<file path="src/design/srde_pkg.sv">
// shared types, constants and reciprocal table for the signed radix digit emitter
package srde_pkg;

    // configuration port geometry
    localparam int unsigned DATA_W   = 64;
    localparam int unsigned ADDR_W   = 5;
    localparam int unsigned LEN_W    = 5;

    // item and result widths
    localparam int unsigned VALUE_W  = 32;
    localparam int unsigned SYMBOL_W = 8;
    localparam int unsigned DIGIT_W  = 4;
    localparam int unsigned SLOTS    = 16;
    localparam int unsigned RECIP_W  = 32;

    // sign characters
    localparam logic [SYMBOL_W-1:0] SYM_PLUS  = 8'd43;
    localparam logic [SYMBOL_W-1:0] SYM_MINUS = 8'd45;

    // register indexes (paddr[4:3])
    localparam logic [1:0] REG_LENGTH  = 2'd0;
    localparam logic [1:0] REG_SYM_LOW = 2'd1;
    localparam logic [1:0] REG_SYM_HI  = 2'd2;

    typedef logic [SLOTS-1:0][SYMBOL_W-1:0] t_alphabet;

    // controller to datapath
    typedef struct packed {
        logic load;
        logic mul;
        logic div;
        logic emit_sign;
        logic emit_digit;
    } t_dp_cmd;

    // datapath to controller
    typedef struct packed {
        logic next_mag_zero;
        logic neg;
        logic last_digit;
    } t_dp_status;

    // floor(2^32 / radix), radix 2 to 16
    function automatic logic [RECIP_W-1:0] recip(input logic [LEN_W-1:0] radix);
        logic [RECIP_W-1:0] r;
        case (radix)
            5'd2:    r = 32'h8000_0000;
            5'd3:    r = 32'h5555_5555;
            5'd4:    r = 32'h4000_0000;
            5'd5:    r = 32'h3333_3333;
            5'd6:    r = 32'h2AAA_AAAA;
            5'd7:    r = 32'h2492_4924;
            5'd8:    r = 32'h2000_0000;
            5'd9:    r = 32'h1C71_C71C;
            5'd10:   r = 32'h1999_9999;
            5'd11:   r = 32'h1745_D174;
            5'd12:   r = 32'h1555_5555;
            5'd13:   r = 32'h13B1_3B13;
            5'd14:   r = 32'h1249_2492;
            5'd15:   r = 32'h1111_1111;
            5'd16:   r = 32'h1000_0000;
            default: r = '0;
        endcase
        return r;
    endfunction

endpackage

</file>
<file path="src/design/srde_cfg.sv">
// configuration registers and alphabet validity check
module srde_cfg #(
    parameter int unsigned MAX_SYMBOLS = 16
) (
    input  logic                               i_clk,
    input  logic                               i_rst_n,
    input  logic                               psel,
    input  logic                               penable,
    input  logic                               pwrite,
    input  logic [srde_pkg::ADDR_W-1:0]        paddr,
    input  logic [srde_pkg::DATA_W-1:0]        pwdata,
    output logic [srde_pkg::DATA_W-1:0]        prdata,
    output logic [srde_pkg::LEN_W-1:0]         o_radix,
    output srde_pkg::t_alphabet                o_alphabet,
    output logic                               o_alpha_ok
);
    import srde_pkg::*;

    logic [LEN_W-1:0]  r_length;
    logic [DATA_W-1:0] r_sym_low;
    logic [DATA_W-1:0] r_sym_hi;
    logic              wr_en;
    logic [1:0]        reg_idx;
    logic [LEN_W-1:0]  eff_len;
    logic              bad;

    assign wr_en   = psel & penable & pwrite;
    assign reg_idx = paddr[ADDR_W-1:ADDR_W-2];

    // register writes
    always_ff @(posedge i_clk) begin
        if (!i_rst_n) begin
            r_length  <= '0;
            r_sym_low <= '0;
            r_sym_hi  <= '0;
        end else if (wr_en) begin
            case (reg_idx)
                REG_LENGTH:  r_length  <= pwdata[LEN_W-1:0];
                REG_SYM_LOW: r_sym_low <= pwdata;
                REG_SYM_HI:  r_sym_hi  <= pwdata;
                default: ;
            endcase
        end
    end

    // register reads
    always_comb begin
        case (reg_idx)
            REG_LENGTH:  prdata = {{(DATA_W-LEN_W){1'b0}}, r_length};
            REG_SYM_LOW: prdata = r_sym_low;
            REG_SYM_HI:  prdata = r_sym_hi;
            default:     prdata = '0;
        endcase
    end

    // length saturated at the cap
    assign eff_len    = (r_length > LEN_W'(MAX_SYMBOLS)) ? LEN_W'(MAX_SYMBOLS) : r_length;
    assign o_radix    = eff_len;
    assign o_alphabet = {r_sym_hi, r_sym_low};

    // sign characters and duplicates among symbols in use
    always_comb begin
        bad = 1'b0;
        for (int i = 0; i < SLOTS; i++) begin
            if ((LEN_W'(i) < eff_len) &&
                ((o_alphabet[i] == SYM_PLUS) || (o_alphabet[i] == SYM_MINUS))) begin
                bad = 1'b1;
            end
            for (int j = i + 1; j < SLOTS; j++) begin
                if ((LEN_W'(j) < eff_len) && (o_alphabet[i] == o_alphabet[j])) begin
                    bad = 1'b1;
                end
            end
        end
    end

    assign o_alpha_ok = (eff_len >= LEN_W'(2)) && !bad;

endmodule

</file>
<file path="src/design/srde_ctrl.sv">
// sequencing state machine: divide loop, sign, digit pops
module srde_ctrl (
    input  logic                    i_clk,
    input  logic                    i_rst_n,
    input  logic                    start,
    input  logic                    i_alpha_ok,
    input  srde_pkg::t_dp_status    i_status,
    output srde_pkg::t_dp_cmd       o_cmd,
    output logic                    busy
);
    import srde_pkg::*;

    typedef enum logic [4:0] {
        S_IDLE = 5'b00001,
        S_MUL  = 5'b00010,
        S_DIV  = 5'b00100,
        S_SIGN = 5'b01000,
        S_EMIT = 5'b10000
    } t_state;

    t_state r_state;
    t_state n_state;

    always_ff @(posedge i_clk) begin
        if (!i_rst_n) begin
            r_state <= S_IDLE;
        end else begin
            r_state <= n_state;
        end
    end

    // next state and datapath commands
    always_comb begin
        n_state = r_state;
        o_cmd   = '0;
        case (r_state)
            S_IDLE: begin
                if (start && i_alpha_ok) begin
                    o_cmd.load = 1'b1;
                    n_state    = S_MUL;
                end
            end
            S_MUL: begin
                o_cmd.mul = 1'b1;
                n_state   = S_DIV;
            end
            S_DIV: begin
                o_cmd.div = 1'b1;
                if (i_status.next_mag_zero) begin
                    n_state = i_status.neg ? S_SIGN : S_EMIT;
                end else begin
                    n_state = S_MUL;
                end
            end
            S_SIGN: begin
                o_cmd.emit_sign = 1'b1;
                n_state         = S_EMIT;
            end
            S_EMIT: begin
                o_cmd.emit_digit = 1'b1;
                if (i_status.last_digit) begin
                    n_state = S_IDLE;
                end
            end
            default: n_state = S_IDLE;
        endcase
    end

    assign busy = (r_state != S_IDLE);

    // a minus sign only goes out for a negative value
    assert property (@(posedge i_clk) disable iff (!i_rst_n)
        o_cmd.emit_sign |-> i_status.neg)
        else $error("minus sign issued for a non-negative value");

    // busy rises only after a loaded transfer
    assert property (@(posedge i_clk) disable iff (!i_rst_n)
        (busy && !$past(busy) && $past(i_rst_n)) |-> $past(o_cmd.load))
        else $error("work started without an accepted transfer");

endmodule

</file>
<file path="src/design/srde_dp.sv">
// datapath: magnitude, reciprocal divide, digit stack, result register
module srde_dp #(
    parameter int unsigned VALUE_BITS = 32
) (
    input  logic                               i_clk,
    input  logic                               i_rst_n,
    input  srde_pkg::t_dp_cmd                  i_cmd,
    input  logic [srde_pkg::VALUE_W-1:0]       i_value,
    input  logic [srde_pkg::LEN_W-1:0]         i_radix,
    input  srde_pkg::t_alphabet                i_alphabet,
    output srde_pkg::t_dp_status               o_status,
    output logic                               o_valid,
    output logic [srde_pkg::SYMBOL_W-1:0]      o_symbol,
    output logic                               o_last
);
    import srde_pkg::*;

    localparam int unsigned CNT_W  = $clog2(VALUE_BITS + 1);
    localparam int unsigned PROD_W = VALUE_BITS + RECIP_W;

    logic [VALUE_BITS-1:0] r_mag;
    logic                  r_neg;
    logic [PROD_W-1:0]     r_prod;
    logic [DIGIT_W-1:0]    r_stack [VALUE_BITS];
    logic [CNT_W-1:0]      r_count;
    logic                  r_valid;
    logic [SYMBOL_W-1:0]   r_symbol;
    logic                  r_last;

    logic [VALUE_BITS-1:0] raw;
    logic [VALUE_BITS-1:0] q_est;
    logic [10:0]           qr_full;
    logic [5:0]            rem6;
    logic                  fix;
    logic [5:0]            rem_fixed;
    logic [DIGIT_W-1:0]    digit;
    logic [VALUE_BITS-1:0] n_mag_div;

    assign raw = i_value[VALUE_BITS-1:0];

    // quotient estimate is low by at most one; remainder fits in six bits
    assign q_est     = r_prod[PROD_W-1:RECIP_W];
    assign qr_full   = 11'(q_est[5:0]) * 11'(i_radix);
    assign rem6      = r_mag[5:0] - qr_full[5:0];
    assign fix       = (rem6 >= {1'b0, i_radix});
    assign rem_fixed = fix ? (rem6 - {1'b0, i_radix}) : rem6;
    assign digit     = rem_fixed[DIGIT_W-1:0];
    assign n_mag_div = q_est + VALUE_BITS'(fix);

    // magnitude and product
    always_ff @(posedge i_clk) begin
        if (i_cmd.load) begin
            r_neg <= raw[VALUE_BITS-1];
            r_mag <= raw[VALUE_BITS-1] ? (~raw + VALUE_BITS'(1)) : raw;
        end else if (i_cmd.div) begin
            r_mag <= n_mag_div;
        end
        if (i_cmd.mul) begin
            r_prod <= PROD_W'(r_mag) * PROD_W'(recip(i_radix));
        end
    end

    // digit stack: push on divide, pop on emit, top at entry zero
    always_ff @(posedge i_clk) begin
        if (i_cmd.div) begin
            r_stack[0] <= digit;
            for (int k = 1; k < VALUE_BITS; k++) begin
                r_stack[k] <= r_stack[k-1];
            end
        end else if (i_cmd.emit_digit) begin
            for (int k = 0; k < VALUE_BITS - 1; k++) begin
                r_stack[k] <= r_stack[k+1];
            end
            r_stack[VALUE_BITS-1] <= '0;
        end
    end

    // stack depth
    always_ff @(posedge i_clk) begin
        if (!i_rst_n) begin
            r_count <= '0;
        end else if (i_cmd.load) begin
            r_count <= '0;
        end else if (i_cmd.div) begin
            r_count <= r_count + CNT_W'(1);
        end else if (i_cmd.emit_digit) begin
            r_count <= r_count - CNT_W'(1);
        end
    end

    // result register, loaded on each sign or digit emit command
    always_ff @(posedge i_clk) begin
        if (!i_rst_n) begin
            r_valid <= 1'b0;
        end else begin
            r_valid <= i_cmd.emit_sign | i_cmd.emit_digit;
        end
        if (i_cmd.emit_sign) begin
            r_symbol <= SYM_MINUS;
            r_last   <= 1'b0;
        end else if (i_cmd.emit_digit) begin
            r_symbol <= i_alphabet[r_stack[0]];
            r_last   <= o_status.last_digit;
        end
    end

    assign o_status.next_mag_zero = (n_mag_div == '0);
    assign o_status.neg           = r_neg;
    assign o_status.last_digit    = (r_count == CNT_W'(1));

    assign o_valid  = r_valid;
    assign o_symbol = r_symbol;
    assign o_last   = r_last;

    // each pushed digit is below the radix
    assert property (@(posedge i_clk) disable iff (!i_rst_n)
        i_cmd.div |=> ({1'b0, r_stack[0]} < i_radix))
        else $error("digit out of range for the radix");

    // never pop an empty stack
    assert property (@(posedge i_clk) disable iff (!i_rst_n)
        i_cmd.emit_digit |-> (r_count != '0))
        else $error("digit emitted from an empty stack");

    // a last transfer leaves the stack empty
    assert property (@(posedge i_clk) disable iff (!i_rst_n)
        (r_valid && r_last) |-> (r_count == '0))
        else $error("last symbol sent with digits still stacked");

endmodule

</file>
<file path="src/design/signed_radix_digit_emitter.sv">
// top level: signed value to symbol stream in a configured radix
// operation: per digit a multiply step and a divide and correct step; the symbols then
//   follow on the result ports, one symbol per cycle, a minus sign first for a negative value
// an invalid alphabet drops the item at once
// reset: synchronous active low, clears configuration, state machine and strobe
module signed_radix_digit_emitter #(
    parameter int unsigned MAX_SYMBOLS = 16,
    parameter int unsigned VALUE_BITS  = 32
) (
    input  logic                               i_clk,
    input  logic                               i_rst_n,
    input  logic                               psel,
    input  logic                               penable,
    input  logic                               pwrite,
    input  logic [srde_pkg::ADDR_W-1:0]        paddr,
    input  logic [srde_pkg::DATA_W-1:0]        pwdata,
    output logic [srde_pkg::DATA_W-1:0]        prdata,
    output logic                               pready,
    input  logic                               start,
    output logic                               busy,
    input  logic [srde_pkg::VALUE_W-1:0]       i_value,
    output logic                               o_valid,
    output logic [srde_pkg::SYMBOL_W-1:0]      o_symbol,
    output logic                               o_last
);
    import srde_pkg::*;

    logic [LEN_W-1:0] radix;
    t_alphabet        alphabet;
    logic             alpha_ok;
    t_dp_cmd          cmd;
    t_dp_status       status;

    assign pready = 1'b1;

    // configuration registers
    srde_cfg #(
        .MAX_SYMBOLS (MAX_SYMBOLS)
    ) u_cfg (
        .i_clk      (i_clk),
        .i_rst_n    (i_rst_n),
        .psel       (psel),
        .penable    (penable),
        .pwrite     (pwrite),
        .paddr      (paddr),
        .pwdata     (pwdata),
        .prdata     (prdata),
        .o_radix    (radix),
        .o_alphabet (alphabet),
        .o_alpha_ok (alpha_ok)
    );

    // controller
    srde_ctrl u_ctrl (
        .i_clk      (i_clk),
        .i_rst_n    (i_rst_n),
        .start      (start),
        .i_alpha_ok (alpha_ok),
        .i_status   (status),
        .o_cmd      (cmd),
        .busy       (busy)
    );

    // datapath
    srde_dp #(
        .VALUE_BITS (VALUE_BITS)
    ) u_dp (
        .i_clk      (i_clk),
        .i_rst_n    (i_rst_n),
        .i_cmd      (cmd),
        .i_value    (i_value),
        .i_radix    (radix),
        .i_alphabet (alphabet),
        .o_status   (status),
        .o_valid    (o_valid),
        .o_symbol   (o_symbol),
        .o_last     (o_last)
    );

endmodule
</file>
<file path="config.mk">
export PLATFORM = sky130hd
export DESIGN_NAME = signed_radix_digit_emitter
export DESIGN_NICKNAME = d
export VERILOG_FILES = /design/src/design/srde_pkg.sv /design/src/design/srde_cfg.sv /design/src/design/srde_ctrl.sv /design/src/design/srde_dp.sv /design/src/design/signed_radix_digit_emitter.sv
export SDC_FILE = /design/constraint.sdc
export NUM_CORES = 2
export LEC_CHECK = 0
export BUFFER_PORTS_ARGS = -buffer_cell sky130_fd_sc_hd__buf_2
export CAP_MARGIN = 20
export CORE_MARGIN = 1
export CORE_UTILIZATION = 65
export DETAILED_ROUTE_END_ITERATION = 8
export PLACE_DENSITY_LB_ADDON = 0.2
export SYNTH_ARGS = -nofsm -noshare
export SYNTH_HDL_FRONTEND = slang
export SYNTH_SLANG_ARGS = --single-unit
</file>
<file path="constraint.sdc">
create_clock -name i_clk -period 9.7 [get_ports i_clk]
set_input_delay 0 -clock i_clk [delete_from_list [all_inputs] [get_ports i_clk]]
set_output_delay 0 -clock i_clk [all_outputs]
set_load 0.01 [all_outputs]
</file>
==> impl_metrics.csv <==
group,metric,value,unit
die,fp-row-count,111,
synth,synth_edf_count,193,
synth,netlist_top_cells_area,"fa_1 (30%), xnor2_1 (10%), edfxtp_1 (9.5%)",
cells_and_area,drive_gt1_frac,0.0942,
clock_tree,path_clk_slew,60,ps
setup_path,critPathMaxStageDelay,600,ps
global_routing,grt_use_met3,0.198,
setup_path,cp.required,10040,ps
cells_and_area,area.sequential,0.00888,mm2
synth,ys_seq_area_frac,0.146,
clock_tree,h-tree-depth,2,
setup_path,reg2reg_depth,30,
die,start_util,0.660,
cells_and_area,synthToLayoutAreaGrowth,8.88,%
synth,synthesis.instances,6849,
job,cap_violations,0,
clock_tree,cts_tree,"done",
synth,synthFlopType,"edfxtp_1",
timing,slew_violations,0,
clock_tree,clock_path_buffers,3,
global_routing,grt_pass1_vias,53100,
synth,yosysWarnings,0,
timing,period_needed,9560,ps
clock_tree,cts_buffers,42,
setup_path,worstSetupStartpointType,"flop",
global_routing,grt_use_total,0.469,
power,intPower,0.00275,W
global_routing,use_met1,0.600,
clock_tree,root_buffer,"clkbuf_16",
cells_and_area,mostFrequentLayoutCells,"nand2_1 (1183), inv_1 (1022), fa_1 (903)",
cells_and_area,fill_cells,7191,
timing,min_period_over_period,0.986,
cells_and_area,final_util,0.719,
global_routing,gr-usage-met2,0.660,
setup_path,rr_endpoint,"u_dp.r_prod[49]",
power,p_sw,0.00115,W
setup_path,endpoint_kind,"flop",
detailed_routing,drt_iter0_drc,6718,
power,seqPwrFrac,0.405,
setup_path,path_class,"flop to flop",
die,die_width,308,um
synth,yosys.area.top_type,"fa_1",
place,routabilityCongestion,1.13,
global_routing,grt_pass1_wl,329000,um
power,p_leak,31.0,nW
power,vdd_drop_max,0.132,mV
timing,skew,48.6,ps
timing,hold_viol,0,
clock_tree,cts.sinks,347,
setup_path,timing.rr.start,"u_cfg.r_length[4]",
cells_and_area,fin_area,0.0663,mm2
power,power,0.00390,W
timing,fin_ws,139,ps
setup_path,slowest_stage,"fa_1",
timing,setup_violations,0,
setup_path,critPathArrivalTime,9900,ps
cells_and_area,final_common_cell,"nand2_1",
place,port_buffers,178,
detailed_routing,route.vias.total,52100,
detailed_routing,vias_per_cell,6.34,
place,place_area,0.0636,mm2
synth,yosys.cell_types.count,76,
setup_path,cp-startpoint,"u_cfg.r_length[4]",
detailed_routing,ant_nets,0,
timing,max_freq,105,MHz
setup_path,worstPathMaxFanout,32,
die,die_y,308,um
worst_hold_path,min-delay-path-class,"input pin to flop",
place,pre_cts_slack,-28.7,ps
place,place_hpwl,157000,um
synth,syn-num-nets,8143,
cells_and_area,nets,8233,
global_routing,antenna_found_initial,13,
timing,slew-limit-headroom,0.115,
synth,syn_area_per_cell,8.89,um2
detailed_routing,routed_wl,219000,um
power,p_clk_frac,0.407,
die,core_area,0.0922,mm2
die,die-area,0.0949,mm2
power,sw_frac_of_total,0.294,
power,power_density,58.9,mW/mm2
power,pwr-share-comb,0.188,
clock_tree,clk_latency,630,ps
cells_and_area,multi_input_area,0.0462,mm2
status,status,"finished, final reports clean",
synth,synth-seq-cells,347,
timing,worst_pin_slew,1330,ps
synth,synthArstFlopShare,0,
detailed_routing,wl_per_cell,26.6,um
setup_path,path_common_cell,"fa_1",
detailed_routing,dr.pass1.iters,8,
detailed_routing,drcViolationCount,0,
synth,syn_area,0.0609,mm2
global_routing,grt_max_degree,86,
global_routing,gr-max-usage-layer,"met2",
setup_path,r2r_slack,140,ps
die,io_pins,183,
setup_path,worstSetupEndpoint,"u_dp.r_prod[49]",
synth,yosysTopAreaCellShare,0.297,
global_routing,grt_overflow,0,
==> metal layers <==
metal,part of all wire,vias to the layer above
met3,0.16,1179
li1,-,21600
met4,0.077,16
met1,0.35,25200
met2,0.41,4201
met5,0.00083,-
==> cell usage after synthesis, types with 42 or more instances <==
master,n
nor2b_1,50
edfxtp_1,193
nand3_1,42
ha_1,284
buf_1,107
xnor2_1,710
nor2_1,86
and2_1,190
mux2i_1,48
xor2_1,383
dfxtp_1,154
a21oi_1,105
nand4_1,191
buf_2,158
fa_1,903
and3_1,49
clkbuf_1,263
inv_1,1022
a21boi_0,131
nor4_1,107
o21ai_0,66
a22o_1,63
nand2_1,1186
==> stage by stage <==
step                std cells  hold WS (ps)  setup TNS [ps]
finish                   8222          35.9               0
global route             8218          82.0            -261
CTS                      8201          20.0               0
detailed placement       8016           271           -28.7
global placement         8015           262               0
floorplan                6849          98.9               0
==> state kept, by name (all words and copies together), names as in the netlist <==
name / count
u_dp.r_stack: 128
u_cfg.r_sym_hi: 64
u_cfg.r_sym_low: 64
u_dp.r_mag: 32
u_dp.r_prod: 32
u_dp.o_symbol: 8
u_dp.r_count: 6
u_cfg.r_length: 5
u_ctrl.r_state: 5
u_dp.o_last: 1
u_dp.o_valid: 1
u_dp.r_neg: 1
==> worst max-delay path: cells and delay by family (launching register included) <==
family          cells  cell delay [ps]
compound gates      9             2290
xor+xnor            1              150
fa+ha+maj           9             4340
buf+inv             7             1110
flops               1              340
simple gates        4             1000
==> kinds of logic (layout without fill, tap and decap cells) <==
kind of cell    after synthesis  after routing  share of synthesized area
buf+inv                    1557           1680                     0.0997
simple gates               2029           2029                      0.157
xor+xnor                   1093           1093                      0.157
other cells                   1              8                  0.0000616
fa+ha+maj                  1187           1187                      0.355
compound gates              539            539                     0.0614
mux                          96             96                     0.0242
flops                       347            347                      0.146
==> cell type report <==
| class | instances | area share |
|---|---|---|
| Multi-Input combinational cell | 4945 | 0.697 |
| Clock inverter | 21 | 0.00272 |
| Tap cell | 1243 | 0.0235 |
| Sequential cell | 347 | 0.134 |
| Inverter | 1024 | 0.0580 |
| Antenna cell | 7 | 0.000264 |
| Timing Repair Buffer | 579 | 0.0665 |
| Clock buffer | 56 | 0.0180 |
==> repair_timing <==
action | in CTS | in global routing
cloned | 0 | 1
hold endpoints to repair | 165 | 0
pin swaps | 0 | 4
hold buffers | 108 | 0
setup endpoints to repair | 2 | 18
gates resized for setup | 1 | 20
buffers inserted | 0 | 10
==> worst min path at each step <==
stage / from / to / slack [ps] / cells after the start
2_1_floorplan: i_value[31] / u_dp.r_neg / 100 / 0
3_3_place_gp: pwdata[22] / u_cfg.r_sym_hi[22] / 260 / 3
3_5_place_dp: pwdata[39] / u_cfg.r_sym_hi[39] / 270 / 3
4_1_cts: i_value[1] / u_dp.r_mag[3] / 20 / 4
5_1_grt: i_value[1] / u_dp.r_mag[3] / 80 / 4
6_report: i_value[1] / u_dp.r_mag[3] / 40 / 4
==> power groups by stage <==
| stage | clock network, W | logic (W) | registers (W) |
|---|---|---|---|
| after global routing | 0.00166 | 0.000782 | 0.00158 |
| final | 0.00159 | 0.000732 | 0.00158 |
| after CTS | 0.00160 | 0.000699 | 0.00158 |
| after detailed placement | 0 | 0.000658 | 0.00161 |
| after global placement | 0 | 0.000646 | 0.00161 |
| after floorplan | 0 | 0.000448 | 0.00159 |
Note: power is estimated with default switching activity, not from simulation.
